**config.mk**
```make
export PLATFORM = sky130hd
export DESIGN_NAME = first_fit_interval_row_assigner
export DESIGN_NICKNAME = d
export VERILOG_FILES = /design/src/hdl/ffira_pkg.sv /design/src/hdl/ffira_ram.sv /design/src/hdl/first_fit_interval_row_assigner.sv
export SDC_FILE = /design/constraint.sdc
export NUM_CORES = 1
export LEC_CHECK = 0
export ABC_AREA = 0
export BUFFER_PORTS_ARGS = -buffer_cell sky130_fd_sc_hd__clkbuf_2
export CAP_MARGIN = 5
export CORE_MARGIN = 1
export CORE_UTILIZATION = 50
export DETAILED_ROUTE_END_ITERATION = 12
export PLACE_DENSITY = 0.66
export SYNTH_ARGS = -nofsm -noshare
export SYNTH_HDL_FRONTEND = slang
export SYNTH_HIERARCHICAL = 1
export SYNTH_SLANG_ARGS = --single-unit
```
**constraint.sdc**
```tcl
create_clock -name clk -period 11.1 [get_ports clk]
set_input_delay 0.555 -clock clk [delete_from_list [all_inputs] [get_ports clk]]
set_output_delay 0.555 -clock clk [all_outputs]
set_load 0.03 [all_outputs]
```
**src/hdl/ffira_pkg.sv**
```systemverilog
package ffira_pkg;

    localparam int MAX_ROWS_DEF = 16;
    localparam int ADDR_W       = 48;
    localparam int END_W        = 49;
    localparam int ROW_W        = 4;
    localparam int COUNT_W      = 5;

    typedef struct packed {
        logic [ADDR_W-1:0] start_address;
        logic [ADDR_W-1:0] size_bytes;
        logic              is_heap;
        logic              last_in_allocation;
    } ffira_in_t;

    typedef struct packed {
        logic [ROW_W-1:0]   row;
        logic               skipped;
        logic               overflow;
        logic [COUNT_W-1:0] rows_used;
        logic               aliased;
        logic               last;
    } ffira_out_t;

endpackage

```
**src/hdl/ffira_ram.sv**
```systemverilog
module ffira_ram #(
    parameter int WIDTH = 8,
    parameter int DEPTH = 16,
    parameter int AW    = (DEPTH > 1) ? $clog2(DEPTH) : 1
) (
    input  logic             clk,
    input  logic             wr_en,
    input  logic [AW-1:0]    wr_addr,
    input  logic [WIDTH-1:0] wr_data,
    input  logic             rd_en,
    input  logic [AW-1:0]    rd_addr,
    output logic [WIDTH-1:0] rd_data
);

    logic [WIDTH-1:0] mem_reg [DEPTH];
    logic [WIDTH-1:0] rd_data_reg;

    always_ff @(posedge clk)
    begin
        if (wr_en)
        begin
            mem_reg[wr_addr] <= wr_data;
        end
        if (rd_en)
        begin
            rd_data_reg <= mem_reg[rd_addr];
        end
    end

    assign rd_data = rd_data_reg;

endmodule

```
**src/hdl/first_fit_interval_row_assigner.sv**
```systemverilog
// channel | signals                        | word
// --------+--------------------------------+-------------------------------
// input   | in_valid, in_ready, in_data    | ffira_in_t: one resource range
// output  | out_valid, out_ready, out_data | ffira_out_t: row result
//
// An item first fitting at row k scans rows 0 to k; one that opens a new row
// or overflows scans all rows_open rows; a heap item skips the scan. The scan
// reads row ends in turn through the single read port of the row-end RAM.
// Reset clears the row count and the handshake state; row-end RAM is not reset.
// A new word is taken while the last result still waits in the output register;
// a finished result waits in its own register until the output one is free.
module first_fit_interval_row_assigner #(
    parameter int MAX_ROWS = ffira_pkg::MAX_ROWS_DEF
) (
    input  logic                   clk,
    input  logic                   rst_n,
    input  logic                   in_valid,
    output logic                   in_ready,
    input  ffira_pkg::ffira_in_t   in_data,
    output logic                   out_valid,
    input  logic                   out_ready,
    output ffira_pkg::ffira_out_t  out_data
);

    import ffira_pkg::*;

    localparam int IDX_W  = (MAX_ROWS > 1) ? $clog2(MAX_ROWS) : 1;
    localparam int CNT_W  = $clog2(MAX_ROWS + 1);
    localparam int ROWX_W = (IDX_W > ROW_W) ? IDX_W : ROW_W;
    localparam int CNTX_W = (CNT_W > COUNT_W) ? CNT_W : COUNT_W;

    localparam logic [1:0] S_IDLE = 2'd0;
    localparam logic [1:0] S_SCAN = 2'd1;
    localparam logic [1:0] S_DONE = 2'd2;

    logic [1:0]        state_reg,     state_next;
    logic [CNT_W-1:0]  rows_open_reg, rows_open_next;
    logic [CNT_W-1:0]  rd_idx_reg,    rd_idx_next;
    logic [IDX_W-1:0]  cmp_idx_reg,   cmp_idx_next;
    logic              cmp_vld_reg,   cmp_vld_next;
    logic [ADDR_W-1:0] start_reg;
    logic [END_W-1:0]  end_reg;
    logic              last_reg;
    ffira_out_t        res_reg,       res_next;
    ffira_out_t        out_reg,       out_next;
    logic              out_valid_reg, out_valid_next;

    logic              ram_wr_en;
    logic [IDX_W-1:0]  ram_wr_addr;
    logic              ram_rd_en;
    logic [END_W-1:0]  ram_rd_data;

    logic              accept;
    logic              fit;
    logic              rd_done;
    logic              finish;
    logic              res_skip;
    logic              res_ovf;
    logic [IDX_W-1:0]  res_idx;
    logic [CNT_W-1:0]  res_count;
    logic [ROWX_W-1:0] row_x;
    logic [CNTX_W-1:0] count_x;
    logic              res_last;

    ffira_ram #(
        .WIDTH (END_W),
        .DEPTH (MAX_ROWS),
        .AW    (IDX_W)
    ) u_row_end (
        .clk     (clk),
        .wr_en   (ram_wr_en),
        .wr_addr (ram_wr_addr),
        .wr_data (end_reg),
        .rd_en   (ram_rd_en),
        .rd_addr (rd_idx_reg[IDX_W-1:0]),
        .rd_data (ram_rd_data)
    );

    assign in_ready  = (state_reg == S_IDLE);
    assign accept    = in_valid && in_ready;
    assign out_valid = out_valid_reg;
    assign out_data  = out_reg;

    assign fit     = cmp_vld_reg && ({1'b0, start_reg} >= ram_rd_data);
    assign rd_done = (rd_idx_reg == rows_open_reg);

    always_comb
    begin
        state_next     = state_reg;
        rows_open_next = rows_open_reg;
        rd_idx_next    = rd_idx_reg;
        cmp_idx_next   = cmp_idx_reg;
        cmp_vld_next   = 1'b0;
        res_next       = res_reg;
        out_next       = out_reg;
        out_valid_next = out_valid_reg;
        ram_wr_en      = 1'b0;
        ram_wr_addr    = cmp_idx_reg;
        ram_rd_en      = 1'b0;
        finish         = 1'b0;
        res_skip       = 1'b0;
        res_ovf        = 1'b0;
        res_idx        = '0;
        res_count      = rows_open_reg;
        res_last       = last_reg;

        if (out_valid_reg && out_ready)
        begin
            out_valid_next = 1'b0;
        end

        case (state_reg)
            S_IDLE:
            begin
                if (accept)
                begin
                    rd_idx_next = '0;
                    if (in_data.is_heap)
                    begin
                        finish     = 1'b1;
                        res_skip   = 1'b1;
                        res_last   = in_data.last_in_allocation;
                        state_next = S_DONE;
                    end
                    else
                    begin
                        state_next = S_SCAN;
                    end
                end
            end
            S_SCAN:
            begin
                if (fit)
                begin
                    finish      = 1'b1;
                    ram_wr_en   = 1'b1;
                    ram_wr_addr = cmp_idx_reg;
                    res_idx     = cmp_idx_reg;
                    state_next  = S_DONE;
                end
                else if (rd_done)
                begin
                    finish     = 1'b1;
                    state_next = S_DONE;
                    if (rows_open_reg < CNT_W'(MAX_ROWS))
                    begin
                        ram_wr_en   = 1'b1;
                        ram_wr_addr = rows_open_reg[IDX_W-1:0];
                        res_idx     = rows_open_reg[IDX_W-1:0];
                        res_count   = rows_open_reg + CNT_W'(1);
                    end
                    else
                    begin
                        res_ovf = 1'b1;
                    end
                end
                else
                begin
                    ram_rd_en    = 1'b1;
                    rd_idx_next  = rd_idx_reg + CNT_W'(1);
                    cmp_idx_next = rd_idx_reg[IDX_W-1:0];
                    cmp_vld_next = 1'b1;
                end
            end
            S_DONE:
            begin
                if (!out_valid_reg || out_ready)
                begin
                    out_next       = res_reg;
                    out_valid_next = 1'b1;
                    state_next     = S_IDLE;
                end
            end
            default:
            begin
                state_next = S_IDLE;
            end
        endcase

        row_x   = ROWX_W'(res_idx);
        count_x = CNTX_W'(res_count);

        if (finish)
        begin
            res_next.row       = row_x[ROW_W-1:0];
            res_next.skipped   = res_skip;
            res_next.overflow  = res_ovf;
            res_next.rows_used = count_x[COUNT_W-1:0];
            res_next.aliased   = (res_count > CNT_W'(1));
            res_next.last      = res_last;
            rows_open_next     = res_last ? '0 : res_count;
        end
    end

    always_ff @(posedge clk or negedge rst_n)
    begin
        if (!rst_n)
        begin
            state_reg     <= S_IDLE;
            rows_open_reg <= '0;
            rd_idx_reg    <= '0;
            cmp_idx_reg   <= '0;
            cmp_vld_reg   <= 1'b0;
            out_valid_reg <= 1'b0;
        end
        else
        begin
            state_reg     <= state_next;
            rows_open_reg <= rows_open_next;
            rd_idx_reg    <= rd_idx_next;
            cmp_idx_reg   <= cmp_idx_next;
            cmp_vld_reg   <= cmp_vld_next;
            out_valid_reg <= out_valid_next;
        end
    end

    always_ff @(posedge clk)
    begin
        if (accept)
        begin
            start_reg <= in_data.start_address;
            end_reg   <= {1'b0, in_data.start_address} + {1'b0, in_data.size_bytes};
            last_reg  <= in_data.last_in_allocation;
        end
        res_reg <= res_next;
        out_reg <= out_next;
    end

endmodule
```
# Yosys cells after proc, flatten, opt, wreduce, memory -nomap -nowiden
# Memories as Yosys holds them, arrays and structs flattened. A register that Yosys moved wholly into a read port is not among the register bits.
# Index checks and enable logic that the tools add are counted.
# totals
reg_bits,142
ram_bits,784
out_inout_bits,15
in_bits,102
memories,1
wordCells,94
# op_classes
add_sub_neg,3
n_eq_ne,8
n_mux,43
bitwise_logic,3
magnitude_cmp,3
n_reduce_logical,12
# memory_table
memory,words,word_bits,rd,rd_ports_with_merged_regs,write_ports,line_no,source
u_row_end.mem_reg,16,49,1,1,1,ffira_ram.sv:15,logic [WIDTH-1:0] mem_reg [DEPTH];
# op_table
operator,count
48-bit by 48-bit adder with 49-bit output,1
48-bit by 49-bit >= comparator with 1-bit output,1
5-bit two-way mux,8
4-bit two-way mux,7
1-bit two-way mux,20
5-bit by 1-bit adder with 5-bit output (second input constant),2
2-bit two-way mux,5
5-bit one-hot mux with 2 select lines,1
2-bit != test (second input constant),3
2-bit one-hot mux with 3 select lines,1
3-bit AND reduction,2
5-bit equality test,1
5-bit by 1-bit > comparator with 1-bit output (second input constant),1
5-bit less-than comparator (second input constant),1
4-bit AND reduction,1
1-bit logical AND,3
3-bit != test (second input constant),1
1-bit inverter,3
3-bit OR reduction,1
2-bit by 1-bit equality test with 1-bit output (second input constant),1
2-bit equality test (second input constant),1
2-bit logical NOT,1
2-bit by 1-bit != test with 1-bit output (second input constant),1
1-bit one-hot mux with 2 select lines,1
4 further kinds,4

# Logic depth before layout (Yosys ltp)
# depth
ltp_word,7
depth_mapped,13
ltp_nobuf,13

# Modules after synthesis
# The synthesis kept the hierarchy.
# modules_own_cells
module,seq_area_each_um2,n_inst,cells_per_inst,area_per_inst_um2
ffira_ram,25014.0,1,1268,30827.1
first_fit_interval_row_assigner,4174.0,1,783,8690.8

# Least setup slack after synthesis
# OpenSTA, ideal clock, no wires.
# synth_path
path_type,reg2reg
from,reg start_reg[2]
to,"mem u_row_end/mem_reg[0][0] (netlist bit), enable pin"
path_buffers,0
path_stages_with_launch,12
required_time_ns,10.584
setup_time_ns,0.516
path_slack_ns,4.340
period_less_slack_ns,6.760
t_arrival_ns,6.244
path_cell_list,edfxtp_1 > ha_1 > a21o_1 > a21o_1 > a221oi_2 > o32ai_1 > o21a_1 > o31ai_4 > nand2_2 > mux2_2 > or3b_2 > nor3_1
# synth_via
elab_cells_between_ends,8
cone_classes,order compare: 1; mux: 6; reduce/logical: 1
# synth_rtl
item,line_no,source
start: declaration,first_fit_interval_row_assigner.sv:41,logic [ADDR_W-1:0] start_reg;
start signal: assignment,first_fit_interval_row_assigner.sv:221,start_reg <= in_data.start_address;
48-bit by 49-bit >= comparator with 1-bit output,first_fit_interval_row_assigner.sv:84,"assign fit = cmp_vld_reg && ({1'b0, start_reg} >= ram_rd_data);"
1-bit logical AND,first_fit_interval_row_assigner.sv:84,
4-bit two-way mux,first_fit_interval_row_assigner.sv:133,if (fit)
4-bit two-way mux,first_fit_interval_row_assigner.sv:112,case (state_reg)
net ram_wr_addr[2],first_fit_interval_row_assigner.sv:49,logic [IDX_W-1:0] ram_wr_addr;
end: declaration,ffira_ram.sv:15,
# The timed path passes the listed nets, and every way through them passes these cells.

# Worst setup path after layout
# layout_path
from,reg u_row_end.rd_data_reg[26] (netlist: u_row_end/rd_data[26]) (read register of u_row_end.mem_reg)
to,"mem u_row_end/mem_reg[9][6] (netlist bit), enable pin"
# layout_via
elab_cells_between_ends,8
cone_classes,order compare: 1; mux: 6; reduce/logical: 1
# layout_rtl
item,line_no,source
start: declaration,ffira_ram.sv:16,logic [WIDTH-1:0] rd_data_reg;
48-bit by 49-bit >= comparator with 1-bit output,first_fit_interval_row_assigner.sv:84,
1-bit logical AND,first_fit_interval_row_assigner.sv:84,
4-bit two-way mux,first_fit_interval_row_assigner.sv:133,
4-bit two-way mux,first_fit_interval_row_assigner.sv:112,
net ram_wr_addr[0],first_fit_interval_row_assigner.sv:49,
# The timed path passes the listed nets, and every way through them passes these cells.

==> impl_metrics.py <==
metrics = {
    "run_status": {
        "outcome": "completed",
    },
    "final_layout": {
        "fin_util": 0.575,
        "nNetsFinal": 2425,
        "drive_gt1_frac": 0.233,
        "area_growth_syn_to_layout_pct": 13.2,
        "final_area_mm2": 0.0447,
        "antenna_cells": 0,
        "largest_reg_flops": 784,
    },
    "pwr": {
        "peakVddDrop_mv": 0.166,
        "power.density_mw_per_mm2": 223,
        "leakage_nw": 15.0,
    },
    "yosys": {
        "synth_top_area_frac": 0.727,
        "muxShareOfSynthArea": 0.114,
        "synth_top_area_cell": "edfxtp_1",
        "synth_ff_type": "edfxtp_1",
        "netlist_instances": 2051,
        "yosysSeqAreaShare": 0.739,
        "syn_nets": 2253,
        "async_reset_ff_frac": 0.0185,
        "synthTopCellsByArea": "edfxtp_1, mux4_2, ha_1, a22oi_1, dfrtp_1",
        "yosysWarnings": 6,
        "syn-cell-area_mm2": 0.0395,
        "synth-simple-area-share": 0.0336,
        "synth-xor-area-share": 0.0102,
        "avgSynthCellArea_um2": 19.3,
        "synth_top_family_by_area": "multiplexers",
        "synthAdderAreaFrac": 0.0319,
        "synth_edf_count": 957,
        "ys_seq_elements": 975,
        "ys_types": 80,
        "synth_compound_area_frac": 0.0554,
        "synth_common_cells": "edfxtp_1, mux4_2, ha_1, a22oi_1, nand2_1",
        "post-synth-top-count-cell": "edfxtp_1",
    },
    "sta": {
        "drv_slew": 0,
        "setup_ws_ns": 5.46,
        "final.setup.tns_ns": 0,
        "fmax_mhz": 177,
        "whs_ns": 0.0976,
        "period_needed_ns": 5.64,
        "setup_violations": 0,
        "rsz0062_at_grt": "false",
        "worst_pin_slew_ns": 1.19,
        "skew_ns": 0.0267,
        "fin_crit_sh": 0.508,
        "hold_viol_final": 0,
        "max_slew_margin": 0.203,
    },
    "drt": {
        "drtAntennaViolNets": 0,
        "drt_pre_antenna_iters": 5,
        "drc_errors": 0,
        "num_vias": 20400,
        "wl_per_cell_um": 26.5,
        "drtIter0Drc": 1851,
        "wl_mm": 88.7,
        "viasPerCell": 6.09,
    },
    "placed_design": {
        "hpwl_mm": 52.1,
        "place_congestion": 0.846,
        "pre_cts_ws_ns": 5.55,
        "io_buffers": 116,
        "placed_area_mm2": 0.0414,
    },
    "job": {
        "maxCapViolCount": 0,
    },
    "cts": {
        "htreeDepth": 3,
        "cts_buffers": 99,
        "cts_max_path_buffers": 3,
        "clkTransAtPathRegs_ns": 0.06,
        "cts_resized": 0,
        "numClockSinks": 975,
        "cts-root-buf": "clkbuf_16",
        "insertion_delay_ns": 0.66,
        "cts_tree": "built",
    },
    "worst_hold_path": {
        "hp-class": "input pin to register",
    },
    "floorplan": {
        "start_util": 0.508,
        "die_h_um": 283,
        "rows": 102,
        "dieArea_mm2": 0.0802,
        "die_w_um": 283,
        "ioPinCount": 117,
        "fp.coreArea_mm2": 0.0778,
    },
    "setup_path": {
        "crit_top_cell": "a21o_1",
        "max_stage_delay_ns": 0.84,
        "worstPathRequired_ns": 11.38,
        "crit_type": "register to register",
        "crit_path_cell_trace": "inv_1 > ha_1 > a21o_1 > a21o_1 > a21o_1 > a221oi_2 > o22ai_1 > o31ai_4 > nand2_2 > o21ai_0 > nand2b_1 > nor2_4 > buf_4",
        "endpoint_kind": "register",
        "cp.arrival_ns": 5.92,
        "critPathBufInv": 2,
        "path_delay_family": "compound AO/OA/AOI/OAI gates",
        "start_kind": "register",
        "slowest_stage": "nor2_4",
        "cp_max_fo": 26,
    },
    "grt": {
        "met1_usage": 0.329,
        "antenna_found_initial": 1,
        "grt_max_degree": 118,
        "grt.met2_usage": 0.345,
        "grt_pass1_vias": 20300,
        "use_met3": 0.0402,
        "grt_overflow": 0,
        "grt_usage": 0.222,
        "grt_pass1_wl_mm": 131,
        "grt_busiest_layer": "met2",
    },
}
==> layer usage <==
metal  vias to the layer above  share of wire
met1                     10700           0.44
met5                         -        0.00015
met3                       129          0.075
li1                       8751              -
met4                         2          0.020
met2                       813           0.47
==> timing repair <==
item | in CTS | in global routing
hold buffers | 1 | 0
hold endpoints to repair | 18 | 0
setup buffers | 0 | 0
==> cell usage in the layout, fill, tap and decap left out, types with 6 or more instances in the layout <==
master | Yosys | layout
a21o_1 | 47 | 47
mux4_2 | 196 | 196
inv_1 | 73 | 71
clkbuf_1 | 40 | 16
nor2b_1 | 10 | 8
dfrtp_1 | 18 | 16
nor2_1 | 48 | 35
nand2b_1 | 16 | 16
nand4_1 | 17 | 17
nand3_1 | 20 | 20
xor2_1 | 14 | 14
a22oi_1 | 98 | 98
o21ai_0 | 45 | 45
nand2_1 | 89 | 89
and3_1 | 8 | 8
ha_1 | 99 | 99
a21oi_1 | 55 | 55
xnor2_1 | 30 | 30
bufinv_16 | 0 | 15
clkinv_2 | 0 | 21
nor2_4 | 0 | 13
buf_4 | 9 | 27
o211ai_1 | 7 | 7
nor3_1 | 16 | 12
o21a_1 | 6 | 6
clkbuf_2 | 0 | 116
clkbuf_16 | 0 | 101
clkinv_1 | 0 | 20
edfxtp_1 | 957 | 957
and2_1 | 7 | 6
==> layout make-up <==
type,instances,area [um2]
fillers,5752,33100
clock inverters,68,756
well taps,1040,1300
flip-flops and latches,975,29200
inverters,73,277
clock buffers,117,2590
repair buffers,145,813
multi-input cells,929,9810
==> path summary, 6_finish.rpt <==
path	from	end	slack, ns	cells after the start
max in group asynchronous	rst_n	rd_idx_reg[0]	10.31	2
max reg2reg	u_row_end/rd_data[26]	u_row_end/mem_reg[9][6]	5.46	13
max	u_row_end/rd_data[26]	u_row_end/mem_reg[9][6]	5.46	13
min reg2reg	res_reg[11]	out_data[11]	0.42	0
min	in_data[67]	start_reg[17]	0.1	1
min in group asynchronous	rst_n	cmp_idx_reg[2]	0.42	2
==> report_power, final <==
group	total, mW	internal, mW	switching, mW	leakage (nW)
logic	1.68	0.718	0.962	4.44
registers	4.92	4.61	0.305	8.91
clock network	3.39	2.02	1.37	1.63
==> logic make-up (layout without fill, tap and decap cells) <==
logic type	after synthesis	after routing
XOR/XNOR	45	45
AO/OA/AOI/OAI	314	314
AND/OR/NAND/NOR	267	267
multiplexers	203	203
adder cells (fa/ha/maj)	100	100
buffers and inverters	147	403
flip-flops	975	975
==> metrics by stage <==
stage          instances  power, mW
6_report            3347       9.99
3_3_place_gp        3161       6.63
2_1_floorplan       2051       6.11
3_5_place_dp        3161       6.69
4_1_cts             3347       10.1
5_1_grt             3347       10.4
(Power assumes the default switching activity.)
